### src/rtl/tlpr_pkg.sv
`default_nettype none
// Shared types and constants for the two-list page replacer.
// Depends on nothing; every other file of the block refers to it by scoped names.
package tlpr_pkg;

	localparam int FRAME_W = 6;
	localparam int COUNT_W = 7;
	localparam int KIND_W  = 2;

	typedef logic [KIND_W-1:0]  kind_raw_t;
	typedef logic [FRAME_W-1:0] frame_t;
	typedef logic [COUNT_W-1:0] count_t;

	// Request codes. The fourth code is unused and leaves the state alone.
	typedef enum logic [KIND_W-1:0] {
		KIND_VICTIM = 2'd0,
		KIND_PIN    = 2'd1,
		KIND_UNPIN  = 2'd2
	} kind_t;

endpackage
`default_nettype wire

### src/rtl/tlpr_req_if.sv
`default_nettype none
// Request channel of the page replacer: valid/ready handshake with kind and frame.
// Depends on tlpr_pkg for the field types.
interface tlpr_req_if;
	logic               valid;
	logic               ready;
	tlpr_pkg::kind_raw_t kind;
	tlpr_pkg::frame_t    frame;

	modport source (output valid, output kind, output frame, input ready);
	modport sink   (input valid, input kind, input frame, output ready);
endinterface
`default_nettype wire

### src/rtl/tlpr_rsp_if.sv
`default_nettype none
// Result channel of the page replacer: valid/ready handshake with the victim report.
// Depends on tlpr_pkg for the field types.
interface tlpr_rsp_if;
	logic             valid;
	logic             ready;
	logic             victim_found;
	tlpr_pkg::frame_t victim_frame;
	tlpr_pkg::count_t evictable_count;

	modport source (output valid, output victim_found, output victim_frame,
		output evictable_count, input ready);
	modport sink   (input valid, input victim_found, input victim_frame,
		input evictable_count, output ready);
endinterface
`default_nettype wire

### src/rtl/two_list_page_replacer_unit.sv
`default_nettype none
// Two-list page replacer: one request item per cycle, unless a result not yet taken stalls stage 1.
// An accepted item is held in stage 1 with its links, which are read at the accept edge (with
// write-first bypass); the lists and marks are updated as it leaves stage 1 for the result register,
// which holds the answer until taken. Each link memory has a single write port.
// Reset clears the list membership bits, seen marks, heads, tails and counts at once;
// the link memories are not cleared, since a link is always written before its value is used.
// Depends on tlpr_pkg, tlpr_req_if and tlpr_rsp_if.
module two_list_page_replacer_unit #(
	parameter int NUM_FRAMES = 64
) (
	input  wire         clk,
	input  wire         arst_n,
	tlpr_req_if.sink    req,
	tlpr_rsp_if.source  rsp
);

	localparam int IW = $clog2(NUM_FRAMES);
	localparam int CW = $clog2(NUM_FRAMES + 1);

	typedef logic [IW-1:0] idx_t;
	typedef logic [CW-1:0] cnt_t;

	// List link memories.
	idx_t next_mem [NUM_FRAMES];
	idx_t prev_mem [NUM_FRAMES];

	// Stage 1 holds the accepted item and the links read for it.
	logic                valid_s1;
	tlpr_pkg::kind_raw_t kind_s1;
	tlpr_pkg::frame_t    frame_s1;
	idx_t                rp_s1;
	idx_t                rn_s1;

	logic [NUM_FRAMES-1:0] in_cold_q, in_hot_q, seen_q;
	logic [NUM_FRAMES-1:0] in_cold_d, in_hot_d, seen_d;
	idx_t cold_head_q, cold_tail_q, hot_head_q, hot_tail_q;
	idx_t cold_head_d, cold_tail_d, hot_head_d, hot_tail_d;
	cnt_t cold_count_q, hot_count_q, cold_count_d, hot_count_d;

	logic             rsp_valid_q;
	logic             found_q;
	tlpr_pkg::frame_t frame_q;
	tlpr_pkg::count_t count_q;

	logic adv_s1, acc;

	// Per-item control decoded in stage 1.
	logic do_link, do_unlink, use_hot, clr_seen, found;
	idx_t node, fi, l_head, l_tail, n_head, n_tail;
	cnt_t l_count, n_count;
	logic f_ok, node_ok;

	logic nw_en, pw_en;
	idx_t nw_addr, nw_data, pw_addr, pw_data;
	idx_t rd_addr, vt_d;

	assign adv_s1    = valid_s1 && (!rsp_valid_q || rsp.ready);
	assign req.ready = !valid_s1 || adv_s1;
	assign acc       = req.valid && req.ready;

	assign fi      = idx_t'(frame_s1);
	assign f_ok    = 32'(frame_s1) < NUM_FRAMES;
	assign node_ok = 32'(node) < NUM_FRAMES;

	always_comb begin
		do_link   = 1'b0;
		do_unlink = 1'b0;
		use_hot   = 1'b0;
		clr_seen  = 1'b0;
		found     = 1'b0;
		node      = fi;
		if (adv_s1) begin
			case (kind_s1)
				tlpr_pkg::KIND_VICTIM: begin
					if (cold_count_q != '0) begin
						do_unlink = 1'b1;
						node      = cold_tail_q;
						clr_seen  = 1'b1;
						found     = 1'b1;
					end else if (hot_count_q != '0) begin
						do_unlink = 1'b1;
						use_hot   = 1'b1;
						node      = hot_tail_q;
						clr_seen  = 1'b1;
						found     = 1'b1;
					end
				end
				tlpr_pkg::KIND_PIN: begin
					if (f_ok && in_cold_q[fi]) begin
						do_unlink = 1'b1;
					end else if (f_ok && in_hot_q[fi]) begin
						do_unlink = 1'b1;
						use_hot   = 1'b1;
					end
				end
				tlpr_pkg::KIND_UNPIN: begin
					if (f_ok && !in_cold_q[fi] && !in_hot_q[fi]) begin
						do_link = 1'b1;
						use_hot = seen_q[fi];
					end
				end
				default: ;
			endcase
		end
	end

	// Head, tail and count of the list that the item works on, and the link writes.
	always_comb begin
		l_head  = use_hot ? hot_head_q : cold_head_q;
		l_tail  = use_hot ? hot_tail_q : cold_tail_q;
		l_count = use_hot ? hot_count_q : cold_count_q;
		n_head  = l_head;
		n_tail  = l_tail;
		n_count = l_count;
		nw_en   = 1'b0;
		nw_addr = node;
		nw_data = l_head;
		pw_en   = 1'b0;
		pw_addr = l_head;
		pw_data = node;
		if (do_link) begin
			n_count = l_count + cnt_t'(1);
			if (l_count == '0) begin
				n_head = node;
				n_tail = node;
			end else begin
				nw_en  = 1'b1;
				pw_en  = 1'b1;
				n_head = node;
			end
		end else if (do_unlink && l_count != '0) begin
			n_count = l_count - cnt_t'(1);
			if (l_count == cnt_t'(1)) begin
				n_head = '0;
				n_tail = '0;
			end else if (node == l_head) begin
				n_head = rn_s1;
			end else if (node == l_tail) begin
				n_tail = rp_s1;
			end else if (32'(rp_s1) < NUM_FRAMES && 32'(rn_s1) < NUM_FRAMES) begin
				// Middle node: splice its neighbors together.
				nw_en   = 1'b1;
				nw_addr = rp_s1;
				nw_data = rn_s1;
				pw_en   = 1'b1;
				pw_addr = rn_s1;
				pw_data = rp_s1;
			end
		end
	end

	always_comb begin
		cold_head_d  = cold_head_q;
		cold_tail_d  = cold_tail_q;
		cold_count_d = cold_count_q;
		hot_head_d   = hot_head_q;
		hot_tail_d   = hot_tail_q;
		hot_count_d  = hot_count_q;
		in_cold_d    = in_cold_q;
		in_hot_d     = in_hot_q;
		seen_d       = seen_q;
		if (do_link || do_unlink) begin
			if (use_hot) begin
				hot_head_d  = n_head;
				hot_tail_d  = n_tail;
				hot_count_d = n_count;
			end else begin
				cold_head_d  = n_head;
				cold_tail_d  = n_tail;
				cold_count_d = n_count;
			end
		end
		if (node_ok) begin
			if (do_link) begin
				seen_d[node] = 1'b1;
				if (use_hot) begin
					in_hot_d[node] = 1'b1;
				end else begin
					in_cold_d[node] = 1'b1;
				end
			end else if (do_unlink) begin
				if (clr_seen) begin
					seen_d[node] = 1'b0;
				end
				if (use_hot) begin
					in_hot_d[node] = 1'b0;
				end else begin
					in_cold_d[node] = 1'b0;
				end
			end
		end
	end

	// The next item reads its links against the state left by the item now in stage 1.
	assign vt_d    = (cold_count_d != '0) ? cold_tail_d : hot_tail_d;
	assign rd_addr = (req.kind == tlpr_pkg::KIND_VICTIM) ? vt_d : idx_t'(req.frame);

	always_ff @(posedge clk) begin
		if (nw_en) begin
			next_mem[nw_addr] <= nw_data;
		end
		if (pw_en) begin
			prev_mem[pw_addr] <= pw_data;
		end
		if (acc) begin
			rn_s1 <= (nw_en && nw_addr == rd_addr) ? nw_data : next_mem[rd_addr];
			rp_s1 <= (pw_en && pw_addr == rd_addr) ? pw_data : prev_mem[rd_addr];
			kind_s1  <= req.kind;
			frame_s1 <= req.frame;
		end
		if (adv_s1) begin
			found_q <= found;
			frame_q <= found ? tlpr_pkg::frame_t'(node) : '0;
			count_q <= tlpr_pkg::count_t'(cold_count_d + hot_count_d);
		end
	end

	always_ff @(posedge clk or negedge arst_n) begin
		if (!arst_n) begin
			valid_s1     <= 1'b0;
			rsp_valid_q  <= 1'b0;
			in_cold_q    <= '0;
			in_hot_q     <= '0;
			seen_q       <= '0;
			cold_head_q  <= '0;
			cold_tail_q  <= '0;
			hot_head_q   <= '0;
			hot_tail_q   <= '0;
			cold_count_q <= '0;
			hot_count_q  <= '0;
		end else begin
			if (acc) begin
				valid_s1 <= 1'b1;
			end else if (adv_s1) begin
				valid_s1 <= 1'b0;
			end
			if (adv_s1) begin
				rsp_valid_q <= 1'b1;
			end else if (rsp.ready) begin
				rsp_valid_q <= 1'b0;
			end
			in_cold_q    <= in_cold_d;
			in_hot_q     <= in_hot_d;
			seen_q       <= seen_d;
			cold_head_q  <= cold_head_d;
			cold_tail_q  <= cold_tail_d;
			hot_head_q   <= hot_head_d;
			hot_tail_q   <= hot_tail_d;
			cold_count_q <= cold_count_d;
			hot_count_q  <= hot_count_d;
		end
	end

	assign rsp.valid           = rsp_valid_q;
	assign rsp.victim_found    = found_q;
	assign rsp.victim_frame    = frame_q;
	assign rsp.evictable_count = count_q;

endmodule
`default_nettype wire
### src/flat_wrapper.sv
// flat-port wrapper written by rule: the top's interface ports become plain ports
module two_list_page_replacer_unit_flat 
#(
	parameter int NUM_FRAMES = 64
)
  (clk, arst_n, req_valid, req_kind, req_frame, req_ready, rsp_valid, rsp_victim_found, rsp_victim_frame, rsp_evictable_count, rsp_ready);
  tlpr_req_if req_i ();
  tlpr_rsp_if rsp_i ();
  input  wire clk;
  input  wire arst_n;
  input wire logic [$bits(req_i.valid)-1:0] req_valid;
  input wire logic [$bits(req_i.kind)-1:0] req_kind;
  input wire logic [$bits(req_i.frame)-1:0] req_frame;
  output wire logic [$bits(req_i.ready)-1:0] req_ready;
  output wire logic [$bits(rsp_i.valid)-1:0] rsp_valid;
  output wire logic [$bits(rsp_i.victim_found)-1:0] rsp_victim_found;
  output wire logic [$bits(rsp_i.victim_frame)-1:0] rsp_victim_frame;
  output wire logic [$bits(rsp_i.evictable_count)-1:0] rsp_evictable_count;
  input wire logic [$bits(rsp_i.ready)-1:0] rsp_ready;
  assign req_i.valid = req_valid;
  assign req_i.kind = req_kind;
  assign req_i.frame = req_frame;
  assign req_ready = req_i.ready;
  assign rsp_valid = rsp_i.valid;
  assign rsp_victim_found = rsp_i.victim_found;
  assign rsp_victim_frame = rsp_i.victim_frame;
  assign rsp_evictable_count = rsp_i.evictable_count;
  assign rsp_i.ready = rsp_ready;
  two_list_page_replacer_unit #(.NUM_FRAMES(NUM_FRAMES)) u_core (.clk(clk), .arst_n(arst_n), .req(req_i), .rsp(rsp_i));
endmodule
### config.mk
export PLATFORM = sky130hd
export DESIGN_NAME = two_list_page_replacer_unit_flat
export DESIGN_NICKNAME = d
export VERILOG_FILES = /design/src/rtl/tlpr_pkg.sv /design/src/rtl/tlpr_req_if.sv /design/src/rtl/tlpr_rsp_if.sv /design/src/rtl/two_list_page_replacer_unit.sv /design/src/flat_wrapper.sv
export SDC_FILE = /design/constraint.sdc
export NUM_CORES = 2
export LEC_CHECK = 0
export BUFFER_PORTS_ARGS = -buffer_cell sky130_fd_sc_hd__buf_2
export CAP_MARGIN = 20
export CORE_MARGIN = 2
export CORE_UTILIZATION = 50
export DETAILED_ROUTE_END_ITERATION = 8
export PLACE_DENSITY = 0.65
export SYNTH_ARGS = -nofsm -noshare
export SYNTH_HDL_FRONTEND = slang
export SYNTH_SLANG_ARGS = --single-unit
### constraint.sdc
create_clock -name clk -period 11.24 [get_ports clk]
set_input_delay 1.124 -clock clk [delete_from_list [all_inputs] [get_ports clk]]
set_output_delay 1.124 -clock clk [all_outputs]
set_load 0.01 [all_outputs]
# After elaboration in Yosys (flattened, before gate mapping)
# Memories as Yosys holds them, arrays and structs flattened. A register that Yosys moved wholly into a read port is not among the register bits.
# Cells that the tools add are included.
dict set report classes {
  n_addsub 3
  magnitude_cmp 3
  n_eq_ne 9
  mux 86
  bitwise_logic 8
  n_reduce_logical 28
}
# operator count
set ops {}
lappend ops {{64-bit two-way mux} 11}
lappend ops {{64-bit bitwise AND} 3}
lappend ops {{6-bit two-way mux} 32}
lappend ops {{64-bit bitwise OR} 3}
lappend ops {{64-bit inverter} 1}
lappend ops {{7-bit two-way mux} 7}
lappend ops {{1-bit two-way mux} 30}
lappend ops {{7-bit nonzero test} 4}
lappend ops {{1-bit binary-select mux with 6-bit select} 3}
lappend ops {{6-bit by 7-bit less-than comparator with 1-bit output (second input constant)} 2}
lappend ops {{6-bit == test} 2}
lappend ops {{2-bit inequality test (second input constant)} 4}
lappend ops {{2-bit nonzero test} 4}
lappend ops {{7-bit by 1-bit adder with 7-bit output (second input constant)} 1}
lappend ops {{7-bit adder} 1}
lappend ops {{7-bit by 1-bit == test with 1-bit output (second input constant)} 1}
lappend ops {{7-bit logical NOT} 1}
lappend ops {{7-bit by 1-bit subtractor with 7-bit output (second input constant)} 1}
lappend ops {{1-bit demux with 6-bit select} 1}
lappend ops {{6-bit by 1-bit >= comparator with 1-bit output (second input constant)} 1}
lappend ops {{2-bit AND reduction} 3}
lappend ops {{3-bit AND reduction} 2}
lappend ops {{1-bit logical AND} 5}
lappend ops {{1-bit logical NOT} 4}
lappend ops {{other kinds (7)} 10}
dict set report word_totals {
  reg_bits 254
  mem_bits_rw 768
  input_bits 12
  elab_cells 155
  mem_count 2
}
# name words width rd rd_ports_with_merged_regs write_ports line_no
set mem_list {}
lappend mem_list {u_core.next_mem 64 6 1 1 1 two_list_page_replacer_unit.sv:25} ;# idx_t next_mem [NUM_FRAMES];
lappend mem_list {u_core.prev_mem 64 6 1 1 1 two_list_page_replacer_unit.sv:26} ;# idx_t prev_mem [NUM_FRAMES];

# Logic depth before layout (Yosys ltp)
dict set report logic_depth {
  word_depth 18
  ltp_mapped 38
  depth_no_buf 25
}

# Least setup slack after synthesis
# Ideal clock, no wire load.
dict set report synth_path {
  path_type {register to register}
  start {register u_core.frame_s1[0], in the netlist u_core.fi[0]}
  end {memory u_core.prev_mem[22][0] in the netlist's numbering, enable pin}
  t_arrival_ps 7393
  required_time_ps 10853
  slack_ps 3460
  path_stages_with_launch 30
  path_cell_list {edfxtp_1 > buf_4 > buf_6 > buf_8 > mux2i_1 > a22oi_1 > a21oi_1 > o41ai_4 > o22a_1 > o211ai_2 > buf_2 > nand2_1 > buf_4 > clkbuf_1 > buf_1 > mux2i_1 > ha_1 > nand3_1 > o22ai_1 > a211o_1 > nor2_1 > o31a_1 > buf_2 > nand3_1 > clkbuf_1 > nor2_1 > a31o_2 > inv_1 > nand4_1 > nor4_1}
}
dict set report synth_via {
  elab_cells_between_ends 46
  classes_between {3 x eq/ne; 37 x mux; 6 x reduce/logical}
}
# element line_no
set synth_rtl {}
lappend synth_rtl {{from (decl)} two_list_page_replacer_unit.sv:31} ;# tlpr_pkg::frame_t frame_s1;
lappend synth_rtl {{from (signal assigned)} two_list_page_replacer_unit.sv:210} ;# frame_s1 <= req.frame;
lappend synth_rtl {{1-bit binary-select mux with 6-bit select (on tied branches)} {two_list_page_replacer_unit.sv:90, two_list_page_replacer_unit.sv:98, two_list_page_replacer_unit.sv:92}}
lappend synth_rtl {{1-bit two-way mux (on tied branches)} {two_list_page_replacer_unit.sv:90, two_list_page_replacer_unit.sv:98, two_list_page_replacer_unit.sv:92}}
lappend synth_rtl {{1-bit logical NOT} two_list_page_replacer_unit.sv:98} ;# if (f_ok && !in_cold_q[fi] && !in_hot_q[fi]) begin
lappend synth_rtl {{1-bit logical AND} two_list_page_replacer_unit.sv:98}
lappend synth_rtl {{1-bit two-way mux} two_list_page_replacer_unit.sv:98}
lappend synth_rtl {{1-bit case mux with 3 select lines} two_list_page_replacer_unit.sv:74} ;# case (kind_s1)
lappend synth_rtl {{1-bit two-way mux} two_list_page_replacer_unit.sv:73} ;# if (adv_s1) begin
lappend synth_rtl {{6-bit two-way mux} two_list_page_replacer_unit.sv:111} ;# l_tail = use_hot ? hot_tail_q : cold_tail_q;
lappend synth_rtl {{6-bit == test} two_list_page_replacer_unit.sv:139} ;# end else if (node == l_tail) begin
lappend synth_rtl {{6-bit two-way mux (4 in series)} --}
lappend synth_rtl {{6-bit two-way mux *} --}
lappend synth_rtl {{named net u_core.nw_data[4]} two_list_page_replacer_unit.sv:55} ;# idx_t nw_addr, nw_data, pw_addr, pw_data;
lappend synth_rtl {{to (decl)} two_list_page_replacer_unit.sv:26}
# Mark *: on every way through the listed nets, which the timed path passes. The rest lies on a longest branch. The select of a mux whose other input is x is not followed.

# Worst setup path in the final report
dict set report layout_path {
  start {register u_core.frame_s1[2], in the netlist u_core.fi[2]}
  end {register u_core.rp_s1[1] (read register of u_core.prev_mem) (data pin)}
}
dict set report layout_via {
  elab_chain_cells 18
  elab_cells_between_ends 53
  classes_between {2 x add/sub; 3 x eq/ne; 40 x mux; 8 x reduce/logical}
}
# element line_no
set layout_lines {}
lappend layout_lines {{parallel branches: the longest is 16 deep, another holds 7-bit by 1-bit subtractor with 7-bit output} --}
lappend layout_lines {{6-bit two-way mux *} two_list_page_replacer_unit.sv:196} ;# assign vt_d = (cold_count_d != '0) ? cold_tail_d : hot_tail_d;
lappend layout_lines {{6-bit two-way mux *} two_list_page_replacer_unit.sv:197} ;# assign rd_addr = (req.kind == tlpr_pkg::KIND_VICTIM) ? vt_d : idx_t'(req.frame);
lappend layout_lines {{to (decl)} two_list_page_replacer_unit.sv:32} ;# idx_t rp_s1;
# Mark *: on every way between the ends. The select of a mux whose other input is x is not followed.
# A chain may end at the register's enable or synchronous reset.

==> impl_metrics.env <==
export IMPL_status="complete, no violations"
export IMPL_clk_pin_slew_worst_paths_ns=0.06
export IMPL_syn_to_final_growth_pct=10.5
export IMPL_drt_iter0_markers=4019
export IMPL_grt_usage_pct=26.4
export IMPL_critPathMaxFanout=59
export IMPL_crit_path_end_kind="register"
export IMPL_cpMaxStageDelayCell="edfxtp_1"
export IMPL_ff2ff_setup_slack_ns=0.57
export IMPL_ff2ff_path_depth=26
export IMPL_ctsResizeCount=0
export IMPL_worst_path_most_repeated_cell="a21oi_1"
export IMPL_nFillCells=7347
export IMPL_grt_start_max_net_pins=123
export IMPL_place_ws_ns=0.696
export IMPL_fin_skew_ns=0.0294
export IMPL_powerDensity_mw_per_mm2=217
export IMPL_tightest_slew_ns=1.18
export IMPL_cp_data_required_time_ns=11.77
export IMPL_ys_flop_type="edfxtp_1"
export IMPL_dr_pass1_iters=6
export IMPL_hold_viol_final=0
export IMPL_rsz0062_at_grt="no"
export IMPL_hpwlAfterDp_mm=78.6
export IMPL_min_from="u_core.cold_head_q[3]$_DFFE_PN0P_"
export IMPL_drv_cap=0
export IMPL_fmax_ghz=0.0938
export IMPL_cts_htree_levels=3
export IMPL_via_count=30100
export IMPL_slew_headroom_pct=21.2
export IMPL_design_area_mm2=0.0505
export IMPL_start_util_pct=50.6
export IMPL_row_count=110
export IMPL_dieArea_mm2=0.0938
export IMPL_slew_violations=0
export IMPL_grt_pass1_wl_mm=187
export IMPL_cpLargestDelayFamily="compound AO/OA/AOI/OAI gates"
export IMPL_ir_drop_mv=0.145
export IMPL_synth_edff_count=802
export IMPL_hold_buffers=0
export IMPL_ys_async_sr_fraction_pct=22.4
export IMPL_fin_nets=3518
export IMPL_yosysTopAreaCell="edfxtp_1"
export IMPL_netlist_area_mm2=0.0457
export IMPL_p_leak_nw=18.4
export IMPL_antenna_found_initial=3
export IMPL_reg2reg_from="u_core.fi[2]$_DFFE_PP_"
export IMPL_synth_top_area_share_pct=52.7
export IMPL_criticalPathCategory="register to register"
export IMPL_min_to="u_core.cold_head_q[3]$_DFFE_PN0P_"
export IMPL_placed_cell_area_mm2=0.0469
export IMPL_synth_area_top_cells="edfxtp_1 (53%), dfrtp_1 (13%), mux2i_1 (7.1%)"
export IMPL_ant_nets=0
export IMPL_port_buffers=27
export IMPL_setup_tns_ns=0
export IMPL_cts_root_buf="clkbuf_16"
export IMPL_post_route_min_period_ns=10.67
export IMPL_synthDistinctLibCells=95
export IMPL_ys_seq_elements=1034
export IMPL_core_area_mm2=0.0903
export IMPL_die_w_um=306
export IMPL_postCtsSetupRepairBufs=0
export IMPL_cts_made_buffers=106
export IMPL_setup_slack_ns=0.575
export IMPL_slowest_delay_ns=0.91
export IMPL_clk_latency_ns=0.71
export IMPL_clock_sinks=1034
export IMPL_synth_nets=3524
export IMPL_startpoint_type="register"
export IMPL_yosysWarnings=0
export IMPL_fin_crit_sh_pct=94.9
export IMPL_grt_overflow_total=0
export IMPL_arrival_ns=11.19
export IMPL_crit_buf_inv=1
export IMPL_hold_class="register to register"
export IMPL_wl_mm=124
export IMPL_synth_yosys_seq_area_share_pct=65.4
export IMPL_via_per_inst=6.32
export IMPL_route_detailed_drc=0
export IMPL_final_layout_size_suffix_gt1_share_pct=11.2
export IMPL_routabilityCongestion=0.925
export IMPL_worstReg2RegEnd="u_core.rp_s1[1]$_DFFE_PP_"
export IMPL_grt_pass1_vias=29100
export IMPL_syn_area_per_cell_um2=13.1
export IMPL_io_pins=28
export IMPL_hold_path_cell_count=2
export IMPL_setup_viol=0
export IMPL_post_drt_wl_per_cell_um=26.0
export IMPL_die_h_um=306
export IMPL_synth_cells=3501
export IMPL_clockBufferDepth=3
export IMPL_cts_tree="yes"
export IMPL_n_antenna_cell=0
==> metrics by stage <==
step | power [W] | instances | hold slack (ns) | utilization [%]
finish | 0.0110 | 4762 | 0.482 | 55.9
global route | 0.0113 | 4762 | 0.510 | 55.9
CTS | 0.0110 | 4760 | 0.485 | 55.9
detailed placement | 0.00739 | 4561 | 0.470 | 51.9
global placement | 0.00735 | 4556 | 0.462 | 51.9
floorplan | 0.00648 | 3501 | 0.446 | -
==> synthesized netlist by cell type (6+ instances only) <==
| cell type | count |
|---|---|
| edfxtp_1 | 802 |
| nand2_1 | 439 |
| o21ai_0 | 363 |
| mux2i_1 | 326 |
| dfrtp_1 | 232 |
| nor2_1 | 211 |
| clkbuf_1 | 91 |
| o22ai_1 | 86 |
| a21oi_1 | 77 |
| nand3_1 | 77 |
| o31ai_1 | 68 |
| and3_1 | 58 |
| buf_2 | 52 |
| mux2_2 | 49 |
| buf_4 | 44 |
| a22oi_1 | 34 |
| mux4_2 | 30 |
| nor4_1 | 29 |
| inv_1 | 27 |
| nor3_1 | 24 |
| o211ai_1 | 22 |
| nand4_1 | 21 |
| xnor2_1 | 21 |
| a311oi_1 | 20 |
| o21ai_1 | 20 |
| a211oi_1 | 18 |
| a31oi_1 | 18 |
| and2_1 | 15 |
| buf_6 | 13 |
| a21o_1 | 12 |
| a311o_1 | 10 |
| ha_1 | 10 |
| nand2b_1 | 8 |
| clkinv_1 | 7 |
| nand3b_1 | 7 |
| o221ai_1 | 7 |
| o32ai_1 | 7 |
| or3_1 | 7 |
| a31o_2 | 6 |
| xor2_1 | 6 |
==> routing by layer <==
layer	vias to the layer above	wire length (µm)	global-route usage (%)
met5	-	44	0
met4	6	4170	9.29
met3	267	11600	5.99
met2	1431	55700	39.5
met1	15000	52400	37.9
li1	13400	-	-
==> cell usage in the layout, fill, tap and decap left out, types with 9 or more instances in the layout <==
cell and n:
o21ai_0 363, and2_1 13, xnor2_1 21, inv_2 12, buf_4 49, dfrtp_1 232, nand2_1 437, mux4_2 30
buf_2 26, edfxtp_1 802, nor4_1 28, buf_12 9, nand3_1 77, ha_1 10, inv_1 22, o22ai_1 85
a21o_1 12, a22oi_1 34, nor2_1 211, a311o_1 10, clkbuf_16 106, bufinv_16 12, o31ai_1 68, a21oi_1 77
nor3_1 21, clkbuf_1 20, mux2i_1 326, clkbuf_8 11, clkinv_2 17, and3_1 58, a211oi_1 18, a311oi_1 20
clkinv_1 21, nand4_1 21, a31oi_1 18, o211ai_1 22, o21ai_1 19, mux2_2 49
==> report_power, final <==
part	internal [W]	total, W	switching [W]	leakage, nW
clock network	0.00209	0.00360	0.00151	1.74
registers	0.00460	0.00473	0.000129	10.5
logic	0.000766	0.00263	0.00187	6.17
total	0.00745	0.0110	0.00351	18.4
==> worst register-to-register path: cells and delay by family, from the launching register on <==
kind	cells	cell delay, ns
and+or+nand+nor	8	3.32
DFF	1	0.91
buffers and inverters	1	0.24
AOI/OAI and AO/OA	14	4.93
muxes	2	0.82
adders and majority gates	1	0.29
==> kinds of logic after synthesis <==
logic type	after synthesis	synth area share [%]
DFF	1034	65.4
and+or+nand+nor	935	9.27
AOI/OAI and AO/OA	847	11.9
muxes	409	9.93
buffers and inverters	238	2.70
xor gates and xnor gates	27	0.518
adders and majority gates	11	0.318
==> how the worst max path moves through the flow <==
| stage | start | endpoint | cells after the start |
|---|---|---|---|
| after global placement | u_core.fi[2]$_DFFE_PP_ | u_core.rp_s1[1]$_DFFE_PP_ | 25 |
| after floorplan | u_core.fi[0]$_DFFE_PP_ | u_core.prev_mem[22][0]$_DFFE_PP_ | 29 |
| final | u_core.fi[2]$_DFFE_PP_ | u_core.rp_s1[1]$_DFFE_PP_ | 26 |
| after global routing | u_core.fi[2]$_DFFE_PP_ | u_core.rp_s1[1]$_DFFE_PP_ | 26 |
| after CTS | u_core.fi[2]$_DFFE_PP_ | u_core.rp_s1[1]$_DFFE_PP_ | 25 |
| after detailed placement | u_core.fi[2]$_DFFE_PP_ | u_core.rp_s1[1]$_DFFE_PP_ | 25 |
==> area by class of cell <==
type,instances,area (µm²),share of cell area (%)
repair buffers,90,746,1.48
inverters,34,128,0.253
multi-input cells,2229,14700,29.1
clock buffers,137,2880,5.70
well taps,1176,1470,2.92
clock inverters,62,684,1.36
flip-flops and latches,1034,29900,59.2
Note: power is estimated with default switching activity, not from simulation.
